## config.mk

```make
export PLATFORM = sky130hd
export DESIGN_NAME = thermal_pseudo_color_mapper_top
export DESIGN_NICKNAME = d
export VERILOG_FILES = /design/src/sv/tpcm_pkg.sv /design/src/sv/tpcm_fifo.sv /design/src/sv/tpcm_front.sv /design/src/sv/tpcm_div.sv /design/src/sv/tpcm_back.sv /design/src/sv/thermal_pseudo_color_mapper_top.sv
export SDC_FILE = /design/constraint.sdc
export NUM_CORES = 2
export LEC_CHECK = 0
export ABC_CLOCK_PERIOD_IN_PS = 16100
export BUFFER_PORTS_ARGS = -buffer_cell sky130_fd_sc_hd__buf_2
export CAP_MARGIN = 20
export CORE_MARGIN = 5
export CORE_UTILIZATION = 30
export CTS_BUF_LIST = sky130_fd_sc_hd__clkbuf_2 sky130_fd_sc_hd__clkbuf_4 sky130_fd_sc_hd__clkbuf_8
export CTS_CLUSTER_DIAMETER = 200
export DETAILED_ROUTE_END_ITERATION = 6
export SKIP_CTS_REPAIR_TIMING = 1
export SLEW_MARGIN = 20
export SYNTH_ARGS = -nofsm -noshare
export SYNTH_HDL_FRONTEND = slang
export SYNTH_HIERARCHICAL = 1
export SYNTH_SLANG_ARGS = --single-unit
```

## constraint.sdc

```tcl
create_clock -name i_clk -period 16.1 [get_ports i_clk]
set_clock_uncertainty 0.2 [all_clocks]
set_input_delay 0.805 -clock i_clk [delete_from_list [all_inputs] [get_ports i_clk]]
set_output_delay 0.805 -clock i_clk [all_outputs]
set_load 0.03 [all_outputs]
```

## src/sv/tpcm_pkg.sv

```systemverilog
// ----------------------------------------------------------------------------
// tpcm_pkg
// Shared types and constants for the thermal pseudo-color mapper.
// ----------------------------------------------------------------------------
`default_nettype none

package tpcm_pkg;

    // Configuration register indexes.
    localparam logic [1:0] CFG_COLOR_MODE   = 2'd0;
    localparam logic [1:0] CFG_BOTTOM_TEMP  = 2'd1;
    localparam logic [1:0] CFG_WINDOW_WIDTH = 2'd2;

    // Color modes.
    localparam logic [1:0] MODE_GRAY  = 2'd0;
    localparam logic [1:0] MODE_PAL4  = 2'd1;
    localparam logic [1:0] MODE_PAL16 = 2'd2;

    // Pixel kinds carried in tuser.
    localparam logic FUNC_MEASURE = 1'b0;
    localparam logic FUNC_MAP     = 1'b1;

    localparam logic [15:0] RAW_MIN_RESET = 16'hFFFF;
    localparam logic [15:0] RAW_MAX_RESET = 16'h0000;

    // ceil(2^24 / 100); exact division by 100 for dividends below 2^17.
    localparam logic [17:0] DIV100_RECIP = 18'd167773;

    // Queue entry: one map pixel with the statistics valid when it arrived.
    typedef struct packed {
        logic [15:0] raw;
        logic [15:0] min_raw;
        logic [15:0] max_raw;
        logic        last;
    } t_entry;

    // One color channel: add + num / den, clamped to 0..255.
    typedef struct packed {
        logic [24:0] num;
        logic [16:0] den;
        logic [8:0]  add;
    } t_spec;

    typedef enum logic [2:0] {
        ST_IDLE,
        ST_CHECK,
        ST_GO,
        ST_WAIT,
        ST_GRAYCHK,
        ST_SETUP,
        ST_EMIT
    } t_state;

    typedef enum logic [2:0] {
        STEP_DISP,
        STEP_RED,
        STEP_GREEN,
        STEP_BLUE
    } t_step;

endpackage

`default_nettype wire

```

## src/sv/tpcm_fifo.sv

```systemverilog
// ----------------------------------------------------------------------------
// tpcm_fifo
// Four-entry queue between the pixel front end and the color engine.
// ----------------------------------------------------------------------------
`default_nettype none

module tpcm_fifo
    import tpcm_pkg::*;
(
    input  wire    i_clk,
    input  wire    i_rst_n,
    input  wire    i_push,
    input  t_entry i_entry,
    input  wire    i_pop,
    output t_entry o_head,
    output logic   o_full,
    output logic   o_empty
);

    t_entry     r_mem [0:3];
    logic [1:0] r_wr;
    logic [1:0] r_rd;
    logic [2:0] r_cnt;

    always_ff @(posedge i_clk) begin
        if (!i_rst_n) begin
            r_wr  <= '0;
            r_rd  <= '0;
            r_cnt <= '0;
        end else begin
            if (i_push) r_wr <= r_wr + 2'd1;
            if (i_pop)  r_rd <= r_rd + 2'd1;
            r_cnt <= r_cnt + {2'b0, i_push} - {2'b0, i_pop};
        end
    end

    always_ff @(posedge i_clk) begin
        if (i_push) r_mem[r_wr] <= i_entry;
    end

    assign o_head  = r_mem[r_rd];
    assign o_full  = (r_cnt == 3'd4);
    assign o_empty = (r_cnt == 3'd0);

endmodule

`default_nettype wire

```

## src/sv/tpcm_front.sv

```systemverilog
// ----------------------------------------------------------------------------
// tpcm_front
// Accepts pixels, keeps the frame's min/max and queues map pixels.
// ----------------------------------------------------------------------------
`default_nettype none

module tpcm_front
    import tpcm_pkg::*;
(
    input  wire         i_clk,
    input  wire         i_rst_n,
    input  wire         i_valid,
    input  wire  [15:0] i_raw,
    input  wire         i_func,
    input  wire         i_last,
    output logic        o_ready,
    input  wire         i_full,
    output logic        o_push,
    output t_entry      o_entry
);

    logic [15:0] r_min;
    logic [15:0] r_max;
    logic        w_acc;

    assign o_ready = !i_full;
    assign w_acc   = i_valid && !i_full;
    assign o_push  = w_acc && (i_func == FUNC_MAP);

    assign o_entry.raw     = i_raw;
    assign o_entry.min_raw = r_min;
    assign o_entry.max_raw = r_max;
    assign o_entry.last    = i_last;

    always_ff @(posedge i_clk) begin
        if (!i_rst_n) begin
            r_min <= RAW_MIN_RESET;
            r_max <= RAW_MAX_RESET;
        end else if (w_acc) begin
            if (i_func == FUNC_MEASURE) begin
                if (i_raw < r_min) r_min <= i_raw;
                if (i_raw > r_max) r_max <= i_raw;
            end else if (i_last) begin
                // The last map pixel of a frame restarts the statistics.
                r_min <= RAW_MIN_RESET;
                r_max <= RAW_MAX_RESET;
            end
        end
    end

endmodule

`default_nettype wire

```

## src/sv/tpcm_div.sv

```systemverilog
// ----------------------------------------------------------------------------
// tpcm_div
// Restoring divider, one quotient bit per cycle, 25-bit by 17-bit.
// ----------------------------------------------------------------------------
`default_nettype none

module tpcm_div (
    input  wire         i_clk,
    input  wire         i_rst_n,
    input  wire         i_start,
    input  wire  [24:0] i_num,
    input  wire  [16:0] i_den,
    output logic        o_done,
    output logic [24:0] o_quo
);

    logic        r_busy;
    logic        r_done;
    logic [4:0]  r_cnt;
    logic [24:0] r_num;
    logic [16:0] r_rem;
    logic [16:0] r_den;
    logic [17:0] w_sh;
    logic        w_ge;
    logic [17:0] w_diff;

    always_comb begin
        w_sh   = {r_rem, r_num[24]};
        w_ge   = (w_sh >= {1'b0, r_den});
        w_diff = w_sh - {1'b0, r_den};
    end

    always_ff @(posedge i_clk) begin
        if (!i_rst_n) begin
            r_busy <= 1'b0;
            r_done <= 1'b0;
            r_cnt  <= '0;
        end else begin
            r_done <= 1'b0;
            if (i_start) begin
                r_busy <= 1'b1;
                r_cnt  <= 5'd24;
            end else if (r_busy) begin
                r_cnt <= r_cnt - 5'd1;
                if (r_cnt == 5'd0) begin
                    r_busy <= 1'b0;
                    r_done <= 1'b1;
                end
            end
        end
    end

    always_ff @(posedge i_clk) begin
        if (i_start) begin
            r_num <= i_num;
            r_rem <= '0;
            r_den <= i_den;
        end else if (r_busy) begin
            r_num <= {r_num[23:0], w_ge};
            r_rem <= w_ge ? w_diff[16:0] : w_sh[16:0];
        end
    end

    assign o_done = r_done;
    assign o_quo  = r_num;

endmodule

`default_nettype wire

```

## src/sv/tpcm_back.sv

```systemverilog
// ----------------------------------------------------------------------------
// tpcm_back
// Color engine: gray scaling and palette lookup through a shared divider.
// ----------------------------------------------------------------------------
`default_nettype none

module tpcm_back
    import tpcm_pkg::*;
(
    input  wire          i_clk,
    input  wire          i_rst_n,
    input  wire   [1:0]  i_color_mode,
    input  wire   [16:0] i_bottom_temp,
    input  wire   [7:0]  i_window_width,
    input  wire          i_empty,
    input  t_entry       i_head,
    output logic         o_pop,
    output logic         o_valid,
    input  wire          i_ready,
    output logic  [31:0] o_data,
    output logic         o_last
);

    t_state      r_state;
    t_state      n_state;
    t_step       r_step;
    t_step       n_step;
    t_entry      r_ent;
    logic [7:0]  r_disp;
    logic [7:0]  r_red;
    logic [7:0]  r_green;
    logic [7:0]  r_blue;
    logic [7:0]  r_gray;
    t_spec       r_spec_r;
    t_spec       r_spec_g;
    t_spec       r_spec_b;
    logic        r_ov;
    logic [31:0] r_odata;
    logic        r_olast;

    logic        w_start;
    logic        w_done;
    logic [24:0] w_quo;
    logic [24:0] w_num;
    logic [16:0] w_den;
    logic        w_emit;
    logic        w_zero_range;
    logic [15:0] w_v;
    logic signed [19:0] w_sg;
    logic [34:0] w_gprod;
    logic [10:0] w_gquo;
    logic [7:0]  w_gray;
    logic [7:0]  w_chan;
    t_spec       w_cur;
    t_spec       w_sr;
    t_spec       w_sg_spec;
    t_spec       w_sb;
    logic        w_color_on;

    function automatic t_spec mk(input logic [21:0] x, input logic [8:0] k,
                                 input logic [16:0] den, input logic [8:0] add);
        t_spec       sp;
        logic [30:0] p;
        p      = 31'(x) * 31'(k);
        sp.num = p[24:0];
        sp.den = den;
        sp.add = add;
        return sp;
    endfunction

    function automatic t_spec cst(input logic [8:0] add);
        t_spec sp;
        sp.num = '0;
        sp.den = 17'd1;
        sp.add = add;
        return sp;
    endfunction

    function automatic logic [7:0] sat8(input logic [8:0] add, input logic [24:0] q);
        logic [9:0] sum;
        sum = {1'b0, add} + {2'b0, q[7:0]};
        if (q > 25'd255 || sum > 10'd255) return 8'd255;
        return sum[7:0];
    endfunction

    tpcm_div u_div (
        .i_clk   (i_clk),
        .i_rst_n (i_rst_n),
        .i_start (w_start),
        .i_num   (w_num),
        .i_den   (w_den),
        .o_done  (w_done),
        .o_quo   (w_quo)
    );

    // Gray path. The division by 100 is a reciprocal multiplication; it is
    // only used when the sum is at least 100, so the low 17 bits hold it.
    always_comb begin
        w_zero_range = (r_ent.max_raw <= r_ent.min_raw);
        w_v = r_ent.raw;
        if (w_v < r_ent.min_raw) w_v = r_ent.min_raw;
        if (w_v > r_ent.max_raw) w_v = r_ent.max_raw;
        w_sg = $signed({{3{i_bottom_temp[16]}}, i_bottom_temp}) - 20'sd2200
             + $signed({5'b0, 15'(r_disp) * 15'd100});
        w_gprod = {18'b0, w_sg[16:0]} * {17'b0, DIV100_RECIP};
        w_gquo  = w_gprod[34:24];
        w_gray  = (w_gquo > 11'd255) ? 8'd255 : w_gquo[7:0];
    end

    // Palette segment selection and per-channel ramp setup.
    always_comb begin
        logic signed [18:0] d;
        logic [16:0] s;
        logic [16:0] s2;
        logic [16:0] s3;
        logic [16:0] s5;
        logic [21:0] e;
        logic [21:0] q;
        logic [21:0] ks [0:16];
        d  = $signed({3'b0, r_ent.raw}) - 19'sd10000
           - $signed({{2{i_bottom_temp[16]}}, i_bottom_temp});
        s  = 17'(i_window_width) * 17'd100;
        s2 = s * 17'd2;
        s3 = s * 17'd3;
        s5 = s * 17'd5;
        e  = {1'b0, d[16:0], 4'b0};
        q  = {3'b0, d[16:0], 2'b0};
        for (int k = 0; k <= 16; k++) ks[k] = 22'(s) * 22'(k);
        w_sr      = cst(9'd0);
        w_sg_spec = cst(9'd0);
        w_sb      = cst(9'd0);
        if (d < 0) begin
            w_sr = cst(9'd0);
        end else if (i_color_mode == MODE_PAL4) begin
            if (s == 17'd0 || q > ks[4]) begin
                w_sr = cst(9'd255); w_sg_spec = cst(9'd255); w_sb = cst(9'd255);
            end else if (q < ks[1]) begin
                w_sg_spec = mk(q, 9'd255, s, 9'd0); w_sb = cst(9'd255);
            end else if (q <= ks[2]) begin
                w_sg_spec = cst(9'd255); w_sb = mk(ks[2] - q, 9'd255, s, 9'd0);
            end else if (q <= ks[3]) begin
                w_sr = mk(q - ks[2], 9'd255, s, 9'd0); w_sg_spec = cst(9'd255);
            end else begin
                w_sr = cst(9'd255); w_sg_spec = mk(ks[4] - q, 9'd255, s, 9'd0);
            end
        end else begin
            priority if (s == 17'd0 || e > ks[16]) begin
                w_sr = cst(9'd252); w_sg_spec = cst(9'd252); w_sb = cst(9'd252);
            end else if ({e[20:0], 1'b0} < ks[3]) begin
                w_sr = mk(e, 9'd168, s3, 9'd0); w_sg_spec = w_sr; w_sb = w_sr;
            end else if (e <= ks[3]) begin
                w_sr = mk(ks[3] - e, 9'd168, s3, 9'd0); w_sg_spec = w_sr;
                w_sb = mk({e[20:0], 1'b0} - ks[3], 9'd252, s5, 9'd84);
            end else if (e <= ks[4]) begin
                w_sr = mk(e - ks[3], 9'd84, s, 9'd0); w_sg_spec = w_sr;
                w_sb = mk(e - ks[3], 9'd336, s5, 9'd84);
            end else if (e <= ks[6]) begin
                w_sr = mk(ks[6] - e, 9'd84, s2, 9'd0);
                w_sg_spec = mk(e - ks[4], 9'd84, s2, 9'd84);
                w_sb = mk(ks[6] - e, 9'd84, s2, 9'd168);
            end else if (e <= ks[8]) begin
                w_sr = mk(e - ks[6], 9'd84, s2, 9'd0);
                w_sg_spec = mk(e - ks[6], 9'd84, s2, 9'd168);
                w_sb = w_sg_spec;
            end else if (e <= ks[9]) begin
                w_sr = mk(ks[9] - e, 9'd84, s, 9'd0);
                w_sg_spec = mk(ks[9] - e, 9'd84, s, 9'd168);
                w_sb = mk(ks[9] - e, 9'd252, s, 9'd0);
            end else if (e <= ks[10]) begin
                w_sr = mk(e - ks[9], 9'd84, s, 9'd0);
                w_sg_spec = mk(e - ks[9], 9'd84, s, 9'd168);
                w_sb = w_sr;
            end else if (e <= ks[11]) begin
                w_sr = mk(e - ks[10], 9'd168, s, 9'd84);
                w_sg_spec = cst(9'd252); w_sb = cst(9'd84);
            end else if (e <= ks[12]) begin
                w_sr = mk(ks[12] - e, 9'd84, s, 9'd168);
                w_sg_spec = mk(ks[12] - e, 9'd168, s, 9'd84);
                w_sb = mk(ks[12] - e, 9'd84, s, 9'd0);
            end else if (e <= ks[13]) begin
                w_sr = mk(e - ks[12], 9'd84, s, 9'd168);
                w_sg_spec = cst(9'd84);
                w_sb = mk(e - ks[12], 9'd252, s, 9'd0);
            end else if (e <= ks[14]) begin
                w_sr = mk(ks[14] - e, 9'd84, s, 9'd168);
                w_sg_spec = mk(ks[14] - e, 9'd84, s, 9'd0);
                w_sb = w_sr;
            end else if (e <= ks[15]) begin
                w_sr = mk(e - ks[14], 9'd84, s, 9'd168);
                w_sg_spec = mk(e - ks[14], 9'd84, s, 9'd0);
                w_sb = mk(ks[15] - e, 9'd84, s, 9'd84);
            end else begin
                w_sr = cst(9'd252);
                w_sg_spec = mk(ks[16] - e, 9'd84, s, 9'd0);
                w_sb = w_sg_spec;
            end
        end
    end

    // Divider operand selection.
    always_comb begin
        w_color_on = (i_color_mode == MODE_PAL4) || (i_color_mode == MODE_PAL16);
        unique case (r_step)
            STEP_RED:   w_cur = r_spec_r;
            STEP_GREEN: w_cur = r_spec_g;
            default:    w_cur = r_spec_b;
        endcase
        unique case (r_step)
            STEP_DISP: begin
                w_num = 25'(24'(w_v - r_ent.min_raw) * 24'd255);
                w_den = {1'b0, r_ent.max_raw - r_ent.min_raw};
            end
            default: begin
                w_num = w_cur.num;
                w_den = w_cur.den;
            end
        endcase
        w_chan = sat8(w_cur.add, w_quo);
    end

    // Sequencer.
    always_comb begin
        n_state = r_state;
        n_step  = r_step;
        o_pop   = 1'b0;
        w_start = 1'b0;
        w_emit  = 1'b0;
        unique case (r_state)
            ST_IDLE: begin
                if (!i_empty) begin
                    o_pop   = 1'b1;
                    n_state = ST_CHECK;
                end
            end
            ST_CHECK: begin
                n_step  = STEP_DISP;
                n_state = w_zero_range ? ST_EMIT : ST_GO;
            end
            ST_GO: begin
                w_start = 1'b1;
                n_state = ST_WAIT;
            end
            ST_WAIT: begin
                if (w_done) begin
                    unique case (r_step)
                        STEP_DISP:  n_state = ST_GRAYCHK;
                        STEP_RED:   begin n_step = STEP_GREEN; n_state = ST_GO; end
                        STEP_GREEN: begin n_step = STEP_BLUE;  n_state = ST_GO; end
                        default:    n_state = ST_EMIT;
                    endcase
                end
            end
            ST_GRAYCHK: begin
                n_state = ST_SETUP;
            end
            ST_SETUP: begin
                n_step  = STEP_RED;
                n_state = w_color_on ? ST_GO : ST_EMIT;
            end
            ST_EMIT: begin
                if (!r_ov || i_ready) begin
                    w_emit  = 1'b1;
                    n_state = ST_IDLE;
                end
            end
            default: n_state = ST_IDLE;
        endcase
    end

    always_ff @(posedge i_clk) begin
        if (!i_rst_n) begin
            r_state <= ST_IDLE;
            r_step  <= STEP_DISP;
            r_ov    <= 1'b0;
        end else begin
            r_state <= n_state;
            r_step  <= n_step;
            if (w_emit)      r_ov <= 1'b1;
            else if (i_ready) r_ov <= 1'b0;
        end
    end

    always_ff @(posedge i_clk) begin
        if (o_pop) begin
            r_ent   <= i_head;
            r_red   <= '0;
            r_green <= '0;
            r_blue  <= '0;
            r_gray  <= '0;
        end
        if (r_state == ST_WAIT && w_done) begin
            unique case (r_step)
                STEP_DISP:  r_disp  <= w_quo[7:0];
                STEP_RED:   r_red   <= w_chan;
                STEP_GREEN: r_green <= w_chan;
                default:    r_blue  <= w_chan;
            endcase
        end
        // A gray sum below one whole step leaves the level at zero.
        if (r_state == ST_GRAYCHK && w_sg >= 20'sd100) begin
            r_gray <= w_gray;
        end
        if (r_state == ST_SETUP) begin
            r_spec_r <= w_sr;
            r_spec_g <= w_sg_spec;
            r_spec_b <= w_sb;
        end
        if (w_emit) begin
            r_odata <= {r_gray, r_blue, r_green, r_red};
            r_olast <= r_ent.last;
        end
    end

    assign o_valid = r_ov;
    assign o_data  = r_odata;
    assign o_last  = r_olast;

endmodule

`default_nettype wire

```

## src/sv/thermal_pseudo_color_mapper_top.sv

```systemverilog
// ----------------------------------------------------------------------------
// thermal_pseudo_color_mapper_top
// Two-pass thermal false-color mapper: range measure, then gray and palette.
// ----------------------------------------------------------------------------
// Pixels with tuser low are measure-pass pixels: they update the frame's
// minimum and maximum raw count and give no output transaction. Pixels with
// tuser high are map-pass pixels: each one is queued together with the
// statistics seen at its arrival and later yields one output transaction
// holding red, green, blue and a gray level; tlast on a map pixel is passed
// to the result and restarts the statistics. Pixels of either kind are taken
// one per cycle while the queue is not full. The engine pops queued map
// pixels when idle and uses a single shared restoring divider that is
// started, develops 25 quotient bits and signals done; the gray level
// divides by 100 through a reciprocal multiply. The engine does no division
// on a pixel when the range is empty, one range division in gray-only mode,
// and with a palette one range division and three color divisions, plus
// sequencing. The result is registered when the engine leaves its emit
// state, which waits while the output register still holds a result the
// sink has not taken. A four-entry queue lets pixels keep arriving while
// the engine works. Configuration is written through a plain write port by
// the user only while the block is idle; the block does not enforce this.
// ----------------------------------------------------------------------------
`default_nettype none

module thermal_pseudo_color_mapper_top
    import tpcm_pkg::*;
(
    input  wire         i_clk,
    input  wire         i_rst_n,
    // Pixel input.
    input  wire         s_axis_tvalid,
    output logic        s_axis_tready,
    input  wire  [15:0] s_axis_tdata,   // [15:0] raw
    input  wire  [0:0]  s_axis_tuser,   // [0] func
    input  wire         s_axis_tlast,
    // Color output.
    output logic        m_axis_tvalid,
    input  wire         m_axis_tready,
    output logic [31:0] m_axis_tdata,   // [7:0] red, [15:8] green, [23:16] blue,
                                        // [31:24] gray
    output logic        m_axis_tlast,   // frame_end
    // Configuration.
    input  wire         i_cfg_we,
    input  wire  [1:0]  i_cfg_addr,
    input  wire  [16:0] i_cfg_wdata
);

    logic [1:0]  r_color_mode;
    logic [16:0] r_bottom_temp;
    logic [7:0]  r_window_width;

    t_entry w_push_entry;
    t_entry w_head;
    logic   w_push;
    logic   w_pop;
    logic   w_full;
    logic   w_empty;

    // Configuration registers; unknown indexes are ignored.
    always_ff @(posedge i_clk) begin
        if (!i_rst_n) begin
            r_color_mode   <= MODE_PAL16;
            r_bottom_temp  <= 17'd2200;
            r_window_width <= 8'd16;
        end else if (i_cfg_we) begin
            unique case (i_cfg_addr)
                CFG_COLOR_MODE:   r_color_mode   <= i_cfg_wdata[1:0];
                CFG_BOTTOM_TEMP:  r_bottom_temp  <= i_cfg_wdata;
                CFG_WINDOW_WIDTH: r_window_width <= i_cfg_wdata[7:0];
                default: ;
            endcase
        end
    end

    // Front end: statistics and classification.
    tpcm_front u_front (
        .i_clk   (i_clk),
        .i_rst_n (i_rst_n),
        .i_valid (s_axis_tvalid),
        .i_raw   (s_axis_tdata),
        .i_func  (s_axis_tuser[0]),
        .i_last  (s_axis_tlast),
        .o_ready (s_axis_tready),
        .i_full  (w_full),
        .o_push  (w_push),
        .o_entry (w_push_entry)
    );

    tpcm_fifo u_fifo (
        .i_clk   (i_clk),
        .i_rst_n (i_rst_n),
        .i_push  (w_push),
        .i_entry (w_push_entry),
        .i_pop   (w_pop),
        .o_head  (w_head),
        .o_full  (w_full),
        .o_empty (w_empty)
    );

    // Back end: gray scaling and palette ramps.
    tpcm_back u_back (
        .i_clk          (i_clk),
        .i_rst_n        (i_rst_n),
        .i_color_mode   (r_color_mode),
        .i_bottom_temp  (r_bottom_temp),
        .i_window_width (r_window_width),
        .i_empty        (w_empty),
        .i_head         (w_head),
        .o_pop          (w_pop),
        .o_valid        (m_axis_tvalid),
        .i_ready        (m_axis_tready),
        .o_data         (m_axis_tdata),
        .o_last         (m_axis_tlast)
    );

endmodule

`default_nettype wire
```

## Yosys cells after proc, flatten, opt, wreduce, memory -nomap -nowiden

Memory sizes are Yosys's and may differ from the RTL's. A register that Yosys moved wholly into a read port is not among the register bits.
Index checks and enable logic that the tools add are counted.

| storage, ports and cells | value |
|---|---|
| logic and storage cells | 296 |
| output and inout bits | 35 |
| memory bits (writable) | 196 |
| register bits | 365 |
| input port bits | 42 |
| memories kept | 1 |

Memory list:

| memory | words | bits a word | rd ports | clocked after memory_dff | write ports | line | source |
|---|---|---|---|---|---|---|---|
| u_fifo.r_mem | 4 | 49 | 1 | 1 | 1 | tpcm_fifo.sv:20 | `t_entry r_mem [0:3];` |

| cells by class | value |
|---|---|
| reductions and logical operators | 35 |
| equality and inequality tests | 18 |
| mux-type cells | 107 |
| bitwise operators | 2 |
| order comparisons | 28 |
| multiply operators | 39 |
| $add $sub $neg | 31 |

Operators by type and width:

| kind | number |
|---|---|
| $mux 51 | 53 |
| $mul 22x5->23 const B | 12 |
| $le 21x19->1 | 7 |
| $mux 16 | 9 |
| $mux 8 | 14 |
| $sub 19x21->22 | 5 |
| $pmux 51 s2 | 1 |
| $sub 21x19->22 | 4 |
| $mul 22x8->25 const B | 3 |
| $mux 25 | 3 |
| $mul 22x6->23 const B | 3 |
| $mul 13x4->17 const B | 4 |
| $mul 22x5->22 const B | 3 |
| $mul 13x2->15 const B | 4 |
| $sub 21x17->22 | 2 |
| $le 21x17->1 | 2 |
| $le 21x18->1 | 2 |
| $mul 17x18->35 const B | 1 |
| $gt 16x16->1 | 2 |
| $lt 16x16->1 | 2 |
| $mul 13x3->16 const B | 2 |
| $mul 8x5->13 const B | 2 |
| $gt 25x8->1 const B | 1 |
| $mul 24x8->25 const B | 1 |
| other kinds (64) | 118 |

## Depth between registers and ports, before layout

| logic depth | value |
|---|---|
| depth after elaboration | 18 |
| depth in mapped cells | 59 |
| gate-level depth less buffers | 58 |

## Modules after synthesis

The synthesis kept the hierarchy.

By module, submodules not included:

| module | instances | cells each | area each (µm²) |
|---|---|---|---|
| tpcm_back | 1 | 9589 | 83966.8 |
| tpcm_fifo | 1 | 299 | 7534.7 |
| tpcm_div | 1 | 335 | 3699.8 |
| tpcm_front | 1 | 239 | 2110.8 |
| thermal_pseudo_color_mapper_top | 1 | 112 | 1087.3 |

## Least setup slack after synthesis

OpenSTA, ideal clock, no wires.

| timing | value |
|---|---|
| path type | flip-flop to flip-flop |
| start point | reg, netlist name u_back/r_ent[18] |
| end point | reg u_back.u_div.r_num[24], in the netlist u_back/u_div/o_quo[24], data pin |
| path slack | 3232 ps |
| cell stages (with the launch flop) | 59 |
| required time | 15640 ps |
| buffers on the path | 2 |
| clock period less this slack | 12868 ps |
| data arrival time | 12408 ps |
| cells stage by stage | edfxtp_1 inv_1 ha_1 a21o_1 a21o_1 a21oi_1 nor2b_1 o21ai_0 nand2b_1 a21o_1 a21o_1 a21oi_1 o211ai_1 nand2_1 clkbuf_1 mux2_2 ha_1 o21a_1 [... 23 more ...] fa_1 fa_1 fa_1 inv_1 fa_1 ha_1 and3_1 o311ai_0 a31oi_1 a21o_1 a21o_1 a2111oi_0 nor4_1 a2111oi_0 a21oi_1 xnor2_1 a21oi_1 mux2_2 |

| between the ends | value |
|---|---|
| longest elaborated chain between the ends | 8 |

Ends and longest elaborated chain:

| what | line | source |
|---|---|---|
| $lt 16x16->1 | tpcm_back.sv:101 | `if (w_v < r_ent.min_raw) w_v = r_ent.min_raw;` |
| $mux 16 | tpcm_back.sv:101 |  |
| $gt 16x16->1 | tpcm_back.sv:102 | `if (w_v > r_ent.max_raw) w_v = r_ent.max_raw;` |
| $mux 16 | tpcm_back.sv:102 |  |
| $sub 16x16->17 * | tpcm_back.sv:210 | `w_num = 25'(24'(w_v - r_ent.min_raw) * 24'd255);` |
| $mul 24x8->25 * | tpcm_back.sv:210 |  |
| $mux 25 * | tpcm_back.sv:208 | `unique case (r_step)` |
| named net u_back.w_num[24] | tpcm_back.sv:44 | `logic [24:0] w_num;` |
| $mux 25 * | tpcm_div.sv:54 | `if (i_start) begin` |
| end signal, assigned | tpcm_div.sv:55 | `r_num <= i_num;` |
| end signal, assigned | tpcm_div.sv:59 | `r_num <= {r_num[23:0], w_ge};` |
| end, declared | tpcm_div.sv:20 | `logic [24:0] r_num;` |

The timed path passes the listed nets; every way through them passes the cells marked *.
A chain may end at the register's enable or synchronous reset.

## Final worst setup path

| timing | value |
|---|---|
| start point | reg, netlist name u_back/r_ent[18] |
| end point | reg u_back.u_div.r_num[24], in the netlist u_back/u_div/o_quo[24], data pin |

| between the ends | value |
|---|---|
| longest elaborated chain between the ends | 8 |

Ends and longest elaborated chain:

| what | line |
|---|---|
| $lt 16x16->1 | tpcm_back.sv:101 |
| $mux 16 | tpcm_back.sv:101 |
| $gt 16x16->1 | tpcm_back.sv:102 |
| $mux 16 | tpcm_back.sv:102 |
| $sub 16x16->17 * | tpcm_back.sv:210 |
| $mul 24x8->25 * | tpcm_back.sv:210 |
| $mux 25 * | tpcm_back.sv:208 |
| named net u_back.w_num[24] | tpcm_back.sv:44 |
| $mux 25 * | tpcm_div.sv:54 |

Marked as above.

==> flow_summary.json <==
{
  "status": "finished clean",
  "antenna_found_initial": 33,
  "crit_path_end_kind": "flip-flop",
  "critical_path_class": "flip-flop to flip-flop",
  "slew_violations": 0,
  "grt_pass1_wl_um": 535000,
  "syn_area_per_cell_um2": 9.31,
  "setup_viol_count_final": 0,
  "clockRootBuffer": "clkbuf_8",
  "htreeDepth": 3,
  "cts_tree": "built",
  "synth_warnings": 6,
  "ys_async_sr_fraction": 0,
  "post_synth_instance_area_um2": 98400,
  "floorplan.initialDensity": 0.301,
  "top_usage_layer": "met2",
  "insertion_delay_ns": 0.84,
  "areaGrowthSynthToFinish_pct": 8.60,
  "grtUsageMet1": 0.283,
  "synthFlopType": "edfxtp_1",
  "worst_pin_slew_ns": 1.33,
  "drt_iter0_markers": 8459,
  "tns_ns": 0,
  "grt-ovfl-total": 0,
  "finalNetCount": 13200,
  "core_um2": 327000,
  "first_pass_iters": 6,
  "ys_seq_area_frac": 0.165,
  "start_kind": "flip-flop",
  "crit_slowest_cell": "a2111oi_0",
  "port_buffers": 76,
  "worst-path-buf-inv": 3,
  "met2_usage": 0.325,
  "dp_hpwl_um": 304000,
  "dieArea_um2": 340000,
  "drtAntennaViolNets": 0,
  "period_share": 0.866,
  "io_pins": 77,
  "worstHoldPathType": "input port to flip-flop",
  "first_global_vias": 78200,
  "fmax_mhz": 71.7,
  "cts_made_buffers": 97,
  "via_per_inst": 5.35,
  "crit_top_cell": "a21oi_1",
  "syn_nets": 13200,
  "num_vias": 80600,
  "die_h_um": 583,
  "cp_max_fo": 5,
  "slowest_delay_ns": 0.69,
  "drive_gt1_frac": 0.0659,
  "cap_viol_max_count": 0,
  "required_ns": 16.44,
  "numClockSinks": 582,
  "relSlewSlack": 0.114,
  "ctsLongestPathBuffers": 3,
  "syn_inst": 10600,
  "fp-row-count": 210,
  "yosysUniqueCellTypes": 112,
  "grt_start_max_net_pins": 73,
  "ys_seq_elements": 582,
  "hold_viol_final": 0,
  "synth_edf_count": 460,
  "die_w_um": 583,
  "drc_errors": 0,
  "clk_pin_slew_ns": 0.06,
  "met3_usage": 0.0485,
  "grt_usage": 0.211,
  "arrival_ns": 14.29,
  "wirelength_um": 371000,
  "period_needed_ns": 13.95,
  "gp_congestion": 1.04,
  "critical_path.top_delay_family": "compound AO/OA/AOI/OAI gates",
  "wl_per_cell_um": 24.6,
  "rsz0062_at_grt": "false"
}
-- flip-flops by register name (all words and copies together), names as in the netlist, 17 cells and up, named ones only --
register and flops:
u_back/o_data 32, u_back/u_div/r_rem 17, u_fifo/r_mem 196, u_back/u_div/r_den 17, u_back/r_spec_b 42, u_back/r_spec_g 41
r_bottom_temp 17, u_back/r_ent 49, u_back/r_spec_r 41, u_back/u_div/o_quo 25
-- worst min-delay path, delay by kind of cell --
family                 cells  cell delay (ns)
muxes                      1             0.06
and+or+nand+nor            1             0.05
buffers and inverters      1             0.10
-- per-layer routing --
layer / wire length, um / vias to the layer above
met4: 20300 / 12
met1: 154000 / 39400
met5: 93 / -
met2: 159000 / 3587
li1: - / 36900
met3: 36600 / 765
-- path summary, 6_finish.rpt --
path / start / slack (ns) / cells after the start / endpoint
worst min-delay path: i_cfg_wdata[16] / 0.08 / 3 / r_bottom_temp[16]
worst min register to register: u_back/r_gray[4] / 0.22 / 0 / u_back/o_data[28]
worst max register to register: u_back/r_ent[18] / 2.15 / 58 / u_back/u_div/o_quo[24]
worst max-delay path: u_back/r_ent[18] / 2.15 / 58 / u_back/u_div/o_quo[24]
-- cell usage in the layout, fill, tap and decap left out, drive strengths merged, types with 36 or more instances in the layout --
master	instances
a21o	261
a21boi	49
edfxtp	460
o21bai	108
nand2	543
o211ai	64
o31ai	39
o21a	125
mux2i	60
a211oi	87
nand2b	124
ha	1645
buf	264
xor2	276
o21ai	598
nor3	147
nor2b	106
a22oi	63
and2	53
a31oi	64
nand4	60
xnor2	546
mux4	49
mux2	57
and3	63
nor2	586
or2	37
inv	1544
fa	922
o22ai	48
clkbuf	131
a21oi	681
or3	51
a221oi	36
nand3	160
dfxtp	122
-- area by class of cell --
cell class / count / area [um2]
sequential: 582 / 16300
timing repair buffer: 266 / 1830
clock buffer: 129 / 1630
multi-input combinational: 8144 / 75200
clock inverter: 50 / 682
tap: 4346 / 5440
fill: 34000 / 220000
antenna: 9 / 22.5
inverter: 1541 / 5790
-- Yosys cell counts (217+ instances only) --
cell,count,area (um2)
ha_1,1645,20600
fa_1,922,18500
o21ai_0,576,2880
inv_1,1530,5740
a21oi_1,677,3390
xor2_1,276,2420
nor2_1,582,2180
a21o_1,261,1960
xnor2_1,544,4760
nand2_1,542,2030
edfxtp_1,460,13800
clkbuf_1,217,815
-- cells by family after synthesis --
group,share of synthesized area
adder cells (fa/ha/maj),0.398
AO/OA/AOI/OAI,0.168
AND/OR/NAND/NOR,0.0982
buffers and inverters,0.0729
XOR/XNOR,0.0745
flip-flops,0.165
multiplexers,0.0239
-- through the flow --
step / hold slack [ns] / std cells / utilization / cell area [um2] / setup slack, ns
global placement: 0.204 / 14900 / 0.320 / 104000 / 2.11
global route: 0.0435 / 15100 / 0.327 / 107000 / 0.949
finish: 0.0760 / 15100 / 0.327 / 107000 / 2.15
CTS: 0.00920 / 15100 / 0.327 / 107000 / 2.12
detailed placement: 0.205 / 14900 / 0.320 / 104000 / 2.24
floorplan: 0.200 / 10600 / - / 98400 / 3.23
Power is left out: the tool's default activity adds up to more than one toggle a clock period on the data nets, which glitch-free logic cannot reach.
